--- src/hw/rtl/ltsg_pkg.sv ---
// types and constants shared by the link timeout and sequence guard unit
// no dependencies; imported by every module of the block
package ltsg_pkg;

  typedef enum logic [1:0] {
    FuncFrame  = 2'd0,
    FuncQuery  = 2'd1,
    FuncAccept = 2'd2,
    FuncReset  = 2'd3
  } func_e;

  // configuration register indexes
  localparam logic [0:0] CfgTimeout = 1'b0;
  localparam logic [0:0] CfgMask    = 1'b1;

  localparam logic [31:0] TimeoutReset = 32'd1000;
  localparam logic [7:0]  MaskReset    = 8'hFF;

  // one registered command as seen by the work stage
  typedef struct packed {
    logic        valid;
    func_e       func;
    logic [31:0] now_time;
    logic [7:0]  tool_index;
    logic [7:0]  sequence_req;
  } cmd_t;

endpackage

--- src/hw/rtl/link_timeout_and_sequence_guard_unit.sv ---
// top level of the link timeout and sequence guard unit
// depends on ltsg_pkg, ltsg_link_watch and ltsg_seq_guard
//
// One command is taken per clock whenever start_i is high; busy_o never rises.
// A command is registered on entry, evaluated against the state in the
// following cycle, and its result appears on link_lost_o and accepted_o with
// done_o high for exactly one cycle from the result register. State written
// by one command is seen by the very next one. The receiver cannot stall the
// result strobe, so it must take each result in its strobe cycle.
// Configuration writes take effect at the write edge and are meant to be made
// while no command is in flight.
module link_timeout_and_sequence_guard_unit #(
  parameter int unsigned TOOL_SLOTS = 8
) (
  input  logic        clk_i,
  input  logic        rst_ni,
  input  logic        start_i,
  output logic        busy_o,
  input  logic [1:0]  func_i,
  input  logic [31:0] now_time_i,
  input  logic [7:0]  tool_index_i,
  input  logic [7:0]  sequence_req_i,
  output logic        done_o,
  output logic        link_lost_o,
  output logic        accepted_o,
  input  logic        cfg_we_i,
  input  logic [0:0]  cfg_index_i,
  input  logic [31:0] cfg_data_i
);
  import ltsg_pkg::*;

  cmd_t        cmd_q;
  logic        cmd_valid_q;
  logic [31:0] timeout_q;
  logic [7:0]  mask_q;
  logic        lost_d, acc_d;
  logic        done_q, lost_q, acc_q;

  assign busy_o = 1'b0;

  always_ff @(posedge clk_i or negedge rst_ni) begin
    if (!rst_ni) begin
      timeout_q <= TimeoutReset;
      mask_q    <= MaskReset;
    end else if (cfg_we_i) begin
      case (cfg_index_i)
        CfgTimeout: timeout_q <= cfg_data_i;
        CfgMask:    mask_q    <= cfg_data_i[7:0];
        default:    ;
      endcase
    end
  end

  // input register
  always_ff @(posedge clk_i or negedge rst_ni) begin
    if (!rst_ni) begin
      cmd_valid_q <= 1'b0;
    end else begin
      cmd_valid_q <= start_i && !busy_o;
    end
  end

  // payload only; qualified by cmd_valid_q
  always_ff @(posedge clk_i) begin
    if (start_i) begin
      cmd_q.valid        <= 1'b1;
      cmd_q.func         <= func_e'(func_i);
      cmd_q.now_time     <= now_time_i;
      cmd_q.tool_index   <= tool_index_i;
      cmd_q.sequence_req <= sequence_req_i;
    end
  end

  cmd_t cmd_stage;
  always_comb begin
    cmd_stage       = cmd_q;
    cmd_stage.valid = cmd_valid_q;
  end

  ltsg_link_watch u_link_watch (
    .clk_i        (clk_i),
    .rst_ni       (rst_ni),
    .cmd_i        (cmd_stage),
    .timeout_ms_i (timeout_q),
    .link_lost_o  (lost_d)
  );

  ltsg_seq_guard #(
    .TOOL_SLOTS (TOOL_SLOTS)
  ) u_seq_guard (
    .clk_i          (clk_i),
    .rst_ni         (rst_ni),
    .cmd_i          (cmd_stage),
    .present_mask_i (mask_q),
    .accepted_o     (acc_d)
  );

  // result register
  always_ff @(posedge clk_i or negedge rst_ni) begin
    if (!rst_ni) begin
      done_q <= 1'b0;
      lost_q <= 1'b0;
      acc_q  <= 1'b0;
    end else begin
      done_q <= cmd_valid_q;
      lost_q <= lost_d;
      acc_q  <= acc_d;
    end
  end

  assign done_o      = done_q;
  assign link_lost_o = lost_q;
  assign accepted_o  = acc_q;

  assert property (@(posedge clk_i) disable iff (!rst_ni)
    (start_i && !busy_o) |=> ##1 done_o)
    else $error("beat taken without a result two cycles later");

  assert property (@(posedge clk_i) disable iff (!rst_ni)
    (link_lost_o || accepted_o) |-> done_o)
    else $error("result flag outside the strobe");

  assert property (@(posedge clk_i) disable iff (!rst_ni)
    !(link_lost_o && accepted_o))
    else $error("both result flags set");

endmodule

--- src/hw/rtl/ltsg_link_watch.sv ---
// link-loss watchdog: last frame time, frame-seen flag and the timeout compare
// depends on ltsg_pkg
module ltsg_link_watch (
  input  logic           clk_i,
  input  logic           rst_ni,
  input  ltsg_pkg::cmd_t cmd_i,
  input  logic [31:0]    timeout_ms_i,
  output logic           link_lost_o
);
  import ltsg_pkg::*;

  logic [31:0] last_time_q, last_time_d;
  logic        seen_q, seen_d;
  logic [31:0] elapsed;
  logic        frame_hit;

  assign frame_hit = cmd_i.valid && (cmd_i.func == FuncFrame);

  always_comb begin
    last_time_d = last_time_q;
    seen_d      = seen_q;
    if (frame_hit) begin
      last_time_d = cmd_i.now_time;
      seen_d      = 1'b1;
    end
  end

  // wrapping difference, modulo 2^32
  assign elapsed = cmd_i.now_time - last_time_q;

  assign link_lost_o = cmd_i.valid && (cmd_i.func == FuncQuery) &&
                       (!seen_q || (elapsed >= timeout_ms_i));

  always_ff @(posedge clk_i or negedge rst_ni) begin
    if (!rst_ni) begin
      last_time_q <= '0;
      seen_q      <= 1'b0;
    end else begin
      last_time_q <= last_time_d;
      seen_q      <= seen_d;
    end
  end

  // once a frame is seen, only reset can clear the flag
  assert property (@(posedge clk_i) disable iff (!rst_ni)
    seen_q |=> seen_q)
    else $error("frame seen flag dropped");

  assert property (@(posedge clk_i) disable iff (!rst_ni)
    frame_hit |=> (seen_q && last_time_q == $past(cmd_i.now_time)))
    else $error("frame time not captured");

  assert property (@(posedge clk_i) disable iff (!rst_ni)
    (cmd_i.valid && cmd_i.func == FuncQuery && !seen_q) |-> link_lost_o)
    else $error("query before any frame must report loss");

endmodule

--- src/hw/rtl/ltsg_seq_guard.sv ---
// per-tool replay guard: stored sequence and valid mark for each slot
// depends on ltsg_pkg
module ltsg_seq_guard #(
  parameter int unsigned TOOL_SLOTS = 8
) (
  input  logic           clk_i,
  input  logic           rst_ni,
  input  ltsg_pkg::cmd_t cmd_i,
  input  logic [7:0]     present_mask_i,
  output logic           accepted_o
);
  import ltsg_pkg::*;

  logic [7:0]            last_seq_q [TOOL_SLOTS];
  logic [TOOL_SLOTS-1:0] seq_valid_q, seq_valid_d;
  logic [TOOL_SLOTS-1:0] slot_hit;
  logic [7:0]            stored_seq;
  logic                  stored_valid;
  logic                  present;
  logic [7:0]            diff;
  logic                  fresh;
  logic                  is_accept;
  logic                  is_reset;

  assign is_accept = cmd_i.valid && (cmd_i.func == FuncAccept);
  assign is_reset  = cmd_i.valid && (cmd_i.func == FuncReset);

  // slot decode; an out-of-range tool hits no slot
  always_comb begin
    stored_seq   = '0;
    stored_valid = 1'b0;
    present      = 1'b0;
    for (int i = 0; i < TOOL_SLOTS; i++) begin
      slot_hit[i] = (cmd_i.tool_index == 8'(i));
      if (slot_hit[i]) begin
        stored_seq   = last_seq_q[i];
        stored_valid = seq_valid_q[i];
        present      = present_mask_i[i];
      end
    end
  end

  // ahead on the 8-bit ring by 1..127
  assign diff  = cmd_i.sequence_req - stored_seq;
  assign fresh = !stored_valid || ((diff != 8'd0) && !diff[7]);

  assign accepted_o = is_accept && present && fresh;

  always_comb begin
    seq_valid_d = seq_valid_q;
    if (is_reset) begin
      seq_valid_d = '0;
    end else if (accepted_o) begin
      seq_valid_d = seq_valid_q | slot_hit;
    end
  end

  always_ff @(posedge clk_i or negedge rst_ni) begin
    if (!rst_ni) begin
      seq_valid_q <= '0;
    end else begin
      seq_valid_q <= seq_valid_d;
    end
  end

  always_ff @(posedge clk_i) begin
    for (int i = 0; i < TOOL_SLOTS; i++) begin
      if (accepted_o && slot_hit[i]) begin
        last_seq_q[i] <= cmd_i.sequence_req;
      end
    end
  end

  assert property (@(posedge clk_i) disable iff (!rst_ni)
    is_reset |=> (seq_valid_q == '0))
    else $error("reset beat left a slot valid");

  assert property (@(posedge clk_i) disable iff (!rst_ni)
    accepted_o |=> (seq_valid_q != '0))
    else $error("accepted beat did not mark its slot");

  assert property (@(posedge clk_i) disable iff (!rst_ni)
    (cmd_i.tool_index >= 8'(TOOL_SLOTS)) |-> !accepted_o)
    else $error("out-of-range tool accepted");

endmodule
--- config.mk ---
export PLATFORM = sky130hd
export DESIGN_NAME = link_timeout_and_sequence_guard_unit
export DESIGN_NICKNAME = d
export VERILOG_FILES = /design/src/hw/rtl/ltsg_pkg.sv /design/src/hw/rtl/link_timeout_and_sequence_guard_unit.sv /design/src/hw/rtl/ltsg_link_watch.sv /design/src/hw/rtl/ltsg_seq_guard.sv
export SDC_FILE = /design/constraint.sdc
export NUM_CORES = 1
export LEC_CHECK = 0
export BUFFER_PORTS_ARGS = -buffer_cell sky130_fd_sc_hd__buf_2
export CAP_MARGIN = 30
export CORE_MARGIN = 3
export CORE_UTILIZATION = 40
export DETAILED_ROUTE_END_ITERATION = 8
export GPL_TIMING_DRIVEN = 0
export HOLD_SLACK_MARGIN = 0.03
export PLACE_DENSITY = 0.55
export SLEW_MARGIN = 20
export SYNTH_ARGS = -nofsm -noshare
export SYNTH_HDL_FRONTEND = slang
export SYNTH_HIERARCHICAL = 1
export SYNTH_SLANG_ARGS = --single-unit
--- constraint.sdc ---
create_clock -name clk_i -period 4.7 [get_ports clk_i]
set_input_delay 0.94 -clock clk_i [delete_from_list [all_inputs] [get_ports clk_i]]
set_output_delay 0.94 -clock clk_i [all_outputs]
set_load 0.05 [all_outputs]
==> results.py, run 1 <==
metrics = {
    "run_status": {
        "status": "finished clean",
    },
    "clock_network": {
        "cts.sinks": 199,
        "cts-root-buf": "clkbuf_16",
        "clk_pin_slew_worst_paths_ns": 0.08,
        "clk_latency_ns": 0.44,
        "cts_htree_levels": 4,
        "cts_buffer_depth": 2,
        "cts_tree": "done",
        "cts_buffers": 17,
    },
    "sta": {
        "hold_slack_ns": 0.351,
        "period_share": 0.943,
        "relSlewSlack": 0.473,
        "finClkSkew_ns": 0.0185,
        "max_freq_mhz": 226,
        "fin_crit_ns": 4.43,
        "setup_violations": 0,
        "worst_slew_pin_slew_ns": 0.791,
        "hold_viol": 0,
        "slew_violations": 0,
        "fin_ws_ns": 0.269,
    },
    "global_route": {
        "grt_pass1_wl_mm": 36.9,
        "first_global_vias": 6825,
        "grt-ovfl-total": 0,
        "grt_max_degree": 62,
        "antenna_found_initial": 0,
        "groute.usage.overall": 0.166,
    },
    "power": {
        "p_switching_mw": 1.72,
        "finalPower_mw": 5.17,
        "pwr-share-clk": 0.286,
        "p_sw_frac": 0.333,
        "leakage_nw": 5.07,
        "pwr-share-comb": 0.307,
        "internal_power_mw": 3.45,
        "p_seq_frac": 0.407,
        "power_density_nw_per_um2": 431,
        "ir_worst_vdd_uv": 227,
    },
    "place": {
        "port_buffers": 89,
        "dp_hpwl_mm": 16.3,
        "dp_slack_ns": -0.289,
        "placedCellCount": 1279,
        "place_congestion": 0.848,
    },
    "yosys": {
        "syn_nets": 1018,
        "synthCells": 859,
        "yosys_warnings": 6,
        "synthesis.area_um2": 10400,
        "synthDistinctLibCells": 75,
        "avgSynthCellArea_um2": 12.1,
        "async_flop_share": 0.427,
        "synth_top_area_share": 0.329,
        "synth_seq_area_share": 0.535,
        "yosysTopAreaCell": "edfxtp_1",
        "ys_seq_elements": 199,
        "synthTopCellsByArea": "edfxtp_1, dfrtp_1, ha_1",
        "synth_edf_count": 114,
        "synth-main-ff-cell": "edfxtp_1",
    },
    "detailed_routing": {
        "via_count": 6864,
        "via_per_inst": 5.22,
        "antenna_left": 0,
        "wl_mm": 22.8,
        "routedWlPerCell_um": 17.4,
        "drt-initial-drc-count": 555,
        "drc": 0,
        "first_pass_iters": 5,
    },
    "worst_setup_path": {
        "crit_chain": "inv_1 > ha_1 > inv_1 > fa_1 > a21o_1 > a22oi_2 > o211ai_4 > a2111oi_4 > buf_4 > o221ai_4 > a211oi_2 > xnor2_1 > ha_1 > a21o_1 > a21oi_2 > nor2_1 > nor4bb_2 > o211ai_1 > o2111a_1",
        "startpoint": "cmd_q[16]",
        "worstPathMaxFanout": 3,
        "r2r_slack_ns": 0.27,
        "setup.worst_path.end": "link_lost_o",
        "cp_slowest_cell": "nor4bb_2",
        "worstPathRequired_ns": 5.02,
        "rr_startpoint": "cmd_q[16]",
        "critical-path-max-stage-delay_ns": 0.43,
        "r2r_cells": 19,
        "startpoint_type": "flop",
        "crit_type": "flop to flop",
        "r2r-end": "link_lost_o",
        "cp-end-kind": "flop",
        "cp.arrival_ns": 4.76,
    },
    "final_layout": {
        "layoutNonFillerInstCount": 1314,
        "antenna_cells": 0,
        "layout-drive-gt1-share": 0.234,
        "num-nets-final": 1130,
        "area_delta_synth_final_pct": 15.2,
    },
    "floorplan": {
        "die_h_um": 167,
        "core_area_um2": 25400,
        "initial_core_util": 0.410,
        "die_area_um2": 28000,
        "die_w_um": 167,
        "rows": 58,
        "io_pins": 91,
    },
    "job": {
        "maxCapViolCount": 0,
    },
    "hold_path": {
        "min_path_type": "primary input to asynchronous set/reset pin",
    },
}
-- stage by stage --
step	TNS, ns	instance area, µm²	utilization
after floorplan	0	10400	-
after global placement	-13.92	11300	0.444
after detailed placement	-15.31	11300	0.445
after CTS	0	11900	0.469
after global routing	-0.0456	12000	0.472
final	0	12000	0.472
-- metal layers --
layer	track usage	vias up	wire length, µm
li1	-	3353	-
met1	0.256	3347	11700
met2	0.244	156	10000
met3	0.0356	8	960
met4	0.0267	0	99
met5	0	-	0
-- cells by family (layout without fill, tap and decap cells) --
group | Yosys count | count (layout) | share of synthesized area
other | 1 | 1 | 0.000360
XOR/XNOR | 35 | 35 | 0.0294
adder cells (fa/ha/maj) | 72 | 72 | 0.0880
buffers and inverters | 107 | 232 | 0.0427
AO/OA/AOI/OAI | 192 | 192 | 0.124
multiplexers | 61 | 61 | 0.0869
flip-flops | 199 | 199 | 0.535
AND/OR/NAND/NOR | 192 | 192 | 0.0941
-- synthesized netlist by cell type (3+ instances only) --
cell        n
buf_6       4
a22oi_1     4
a211oi_1   11
xnor2_1    19
o21ai_0    48
nor3_1      4
buf_2       4
a21oi_1    43
a22o_1      4
mux4_2     10
and3_1      9
dfstp_2    14
edfxtp_1  114
o21ai_1     9
nand4b_1    3
xor2_1     16
nand2b_1    6
inv_1      73
nand3b_1    5
a21o_1     26
o31ai_1     3
nand3_1    18
ha_1       70
nor2b_1    11
and2_1      6
nor2_1     32
o211ai_1    5
dfrtp_1    71
mux2i_1     6
clkbuf_1   22
a31oi_1     5
mux2_4     30
nand4_1    11
nand2_1    72
o221ai_1    4
mux2_2     15
-- flip-flops by register name (all words and copies together), names as in the netlist --
register and cells:
accepted_o 1, mask_q 8, u_link_watch/seen_q 1, u_link_watch/last_time_q 32, u_seq_guard/last_seq_q 64, u_seq_guard/seq_valid_q 8, link_lost_o 1, cmd_q 50
cmd_valid_q 1, timeout_q 32, done_o 1
-- power groups by stage --
stage / Clock [mW] / Sequential [mW] / Combinational, mW
2_1_floorplan: 0 / 2.12 / 1.17
3_3_place_gp: 0 / 2.14 / 1.52
3_5_place_dp: 0 / 2.14 / 1.54
4_1_cts: 1.52 / 2.10 / 1.55
5_1_grt: 1.60 / 2.12 / 1.80
6_report: 1.48 / 2.10 / 1.59
-- layout by cell type, fill, tap and decap left out, types with 6 or more instances in the layout --
cell type,n
and2_1,6
xor2_1,16
nor2b_1,11
and3_1,9
clkbuf_1,17
buf_2,91
dfstp_2,14
o21ai_0,48
inv_1,73
buf_6,6
nand2_1,72
mux4_2,10
a21o_1,26
a21oi_1,42
ha_1,70
nand4_1,11
o21ai_1,9
mux2_2,15
nor2_1,32
dfrtp_1,71
nand3_1,18
mux2i_1,6
buf_4,9
a211oi_1,10
clkbuf_16,17
edfxtp_1,114
nand2b_1,6
xnor2_1,19
mux2_4,30
-- worst max-delay path: cells and delay by family, from the launching register on --
family / cells / cell delay (ns)
compound gates: 10 / 2.10
buf+inv: 3 / 0.32
xor+xnor: 1 / 0.16
flops: 1 / 0.38
fa+ha+maj: 3 / 0.84
simple gates: 2 / 0.51
-- how the worst min path moves through the flow --
stage / end / slack, ns / cells after the start
after global routing: u_link_watch/last_time_q[10] / 0.34 / 1
final: u_link_watch/last_time_q[10] / 0.35 / 1
after CTS: u_link_watch/last_time_q[10] / 0.34 / 1
after detailed placement: done_o / 0.44 / 0
after floorplan: done_o / 0.39 / 0
after global placement: done_o / 0.42 / 0
-- what timing repair did --
action	in CTS	in global routing
hold buffers	0	0
pin swaps	0	3
setup buffers	0	6
setup endpoints to repair	64	65
gates resized for setup	2	14
-- layout make-up --
cell class | count | area (µm²)
clock buffers | 18 | 429
clock inverters | 14 | 171
flip-flops and latches | 199 | 5570
inverters | 73 | 274
plain buffers | 31 | 170
well taps | 330 | 413
multi-input cells | 553 | 4440
fillers | 2352 | 13400
repair buffers | 96 | 527
No activity file was read; power rests on OpenSTA's default activity.
==> inputs of run 2 (changes only) <==
- CORE_ASPECT_RATIO: default -> 1.5
- REMOVE_ABC_BUFFERS: default -> 1
==> results.py, run 2 (synthesized netlist as in run 1, its figures left out) <==
metrics = {
    "worst_setup_path": {
        "cp.arrival_ns": 4.78,
        "cp-end-kind": "flop",
        "crit_type": "flop to flop",
        "worstPathRequired_ns": 5.02,
        "startpoint_type": "flop",
        "worstPathMaxFanout": 3,
    },
    "place": {
        "dp_hpwl_mm": 16.7,
        "place_congestion": 0.869,
        "port_buffers": 89,
        "dp_slack_ns": 0.0641,
    },
    "clock_network": {
        "cts_buffers": 17,
        "cts_htree_levels": 4,
        "cts_tree": "done",
        "cts_hold_buffers": 0,
        "cts.sinks": 199,
        "clk_pin_slew_worst_paths_ns": 0.08,
        "clk_latency_ns": 0.44,
        "cts-root-buf": "clkbuf_16",
        "cts_buffer_depth": 2,
    },
    "final_layout": {
        "final_util": 0.471,
        "fillers": 2332,
        "layout-drive-gt1-share": 0.228,
        "area_delta_synth_final_pct": 14.5,
        "final_common_cell": "edfxtp_1",
        "multi_input_area_um2": 4440,
        "mostFrequentLayoutCells": "edfxtp_1, buf_2, inv_1",
        "reg_top3": "u_seq_guard/last_seq_q x64, cmd_q x50",
        "top_register": "u_seq_guard/last_seq_q",
        "antenna_cells": 0,
        "regArea_um2": 5570,
        "num-nets-final": 1102,
        "largest_reg_flops": 64,
    },
    "detailed_routing": {
        "drt-initial-drc-count": 194,
        "wl_mm": 22.3,
        "via_count": 6619,
        "routedWlPerCell_um": 17.4,
        "via_per_inst": 5.15,
        "antenna_left": 0,
        "first_pass_iters": 4,
        "drc": 0,
    },
    "global_route": {
        "grt-ovfl-total": 0,
        "groute.usage.overall": 0.169,
        "grt_max_degree": 52,
        "grt_pass1_wl_mm": 36.3,
        "first_global_vias": 6968,
        "antenna_found_initial": 0,
    },
    "sta": {
        "max_freq_mhz": 224,
        "rsz0062_at_grt": "no",
        "fin_ws_ns": 0.233,
        "setup_violations": 0,
        "worst_slew_pin_slew_ns": 0.747,
        "hold_viol": 0,
        "finClkSkew_ns": 0.0156,
        "relSlewSlack": 0.502,
        "fin_crit_ns": 4.47,
        "period_share": 0.950,
        "slew_violations": 0,
    },
    "floorplan": {
        "die_area_um2": 28000,
        "core_area_um2": 25300,
        "io_pins": 91,
        "die_w_um": 138,
        "rows": 71,
        "initial_core_util": 0.411,
        "die_h_um": 204,
    },
    "hold_path": {
        "min_path_type": "primary input to asynchronous set/reset pin",
    },
    "run_status": {
        "status": "finished clean",
    },
    "job": {
        "maxCapViolCount": 0,
    },
    "power": {
        "ir_worst_vdd_uv": 271,
        "leakage_nw": 5.02,
        "power_density_nw_per_um2": 432,
    },
}
run 2: changes by cell type in the layout (fill, tap and decap cells not counted), moves of 3 or more:
| cell | previous run | this run |
|---|---|---|
| clkbuf_1 | 17 | 3 |
| buf_4 | 9 | 3 |
| buf_6 | 6 | 1 |
| clkinv_8 | 5 | 0 |
| buf_2 | 91 | 87 |
| buf_8 | 0 | 3 |
| clkbuf_2 | 3 | 0 |
run 2: metrics by stage:
step	hold WS (ns)	cells	TNS (ns)	total power, mW	area [µm²]
2_1_floorplan	0.388	825	0	3.28	10200
3_5_place_dp	0.412	1249	0	3.69	11300
6_report	0.397	1284	0	5.14	11900
3_3_place_gp	0.397	1242	-24.00	3.67	11100
5_1_grt	0.405	1284	0	5.50	11900
4_1_cts	0.403	1281	0	5.21	11900
run 2: final cells by class:
cell class | count | share of cell area
inverters | 73 | 0.0230
well taps | 328 | 0.0344
clock inverters | 12 | 0.0130
clock buffers | 20 | 0.0366
repair buffers | 99 | 0.0534
multi-input cells | 553 | 0.372
flip-flops and latches | 199 | 0.467
run 2: path summary, 6_finish.rpt:
kind / cells after the start / slack (ns) / from / end
max: 18 / 0.23 / cmd_q[16] / link_lost_o
min: 1 / 0.40 / rst_ni / u_link_watch/last_time_q[15]
max reg2reg: 18 / 0.23 / cmd_q[16] / link_lost_o
min reg2reg: 0 / 0.42 / cmd_valid_q / done_o
max in group asynchronous: 2 / 3.68 / rst_ni / mask_q[2]
min in group clk_i: 0 / 0.42 / cmd_valid_q / done_o
run 2: what timing repair did:
action	4_1_cts	5_1_grt
setup buffers	0	3
setup endpoints to repair	0	65
resized for setup	0	5
run 2: per-layer routing:
layer	vias to the layer above	GRT usage	routed length [µm]
met5	-	0	0
met4	0	0.0491	343
met3	25	0.0301	540
met2	79	0.314	12500
met1	3223	0.194	8940
li1	3292	-	-
run 2: critical path: stages, from the launching register on:
cell	delay, ns
edfxtp_1	0.38
inv_1	0.07
ha_1	0.16
inv_1	0.05
fa_1	0.41
a21o_1	0.23
a22oi_2	0.21
o211ai_4	0.14
a2111oi_4	0.39
o221ai_2	0.26
a211oi_1	0.32
xnor2_1	0.17
ha_1	0.27
a21o_1	0.16
a21oi_1	0.17
nor2_1	0.08
nor4bb_2	0.39
o211ai_1	0.15
o2111a_1	0.32
run 2: power by group:
group / internal (mW) / total, mW / switching (mW)
clock network: 0.807 / 1.49 / 0.681
logic: 0.697 / 1.55 / 0.853
registers: 2.02 / 2.11 / 0.0853
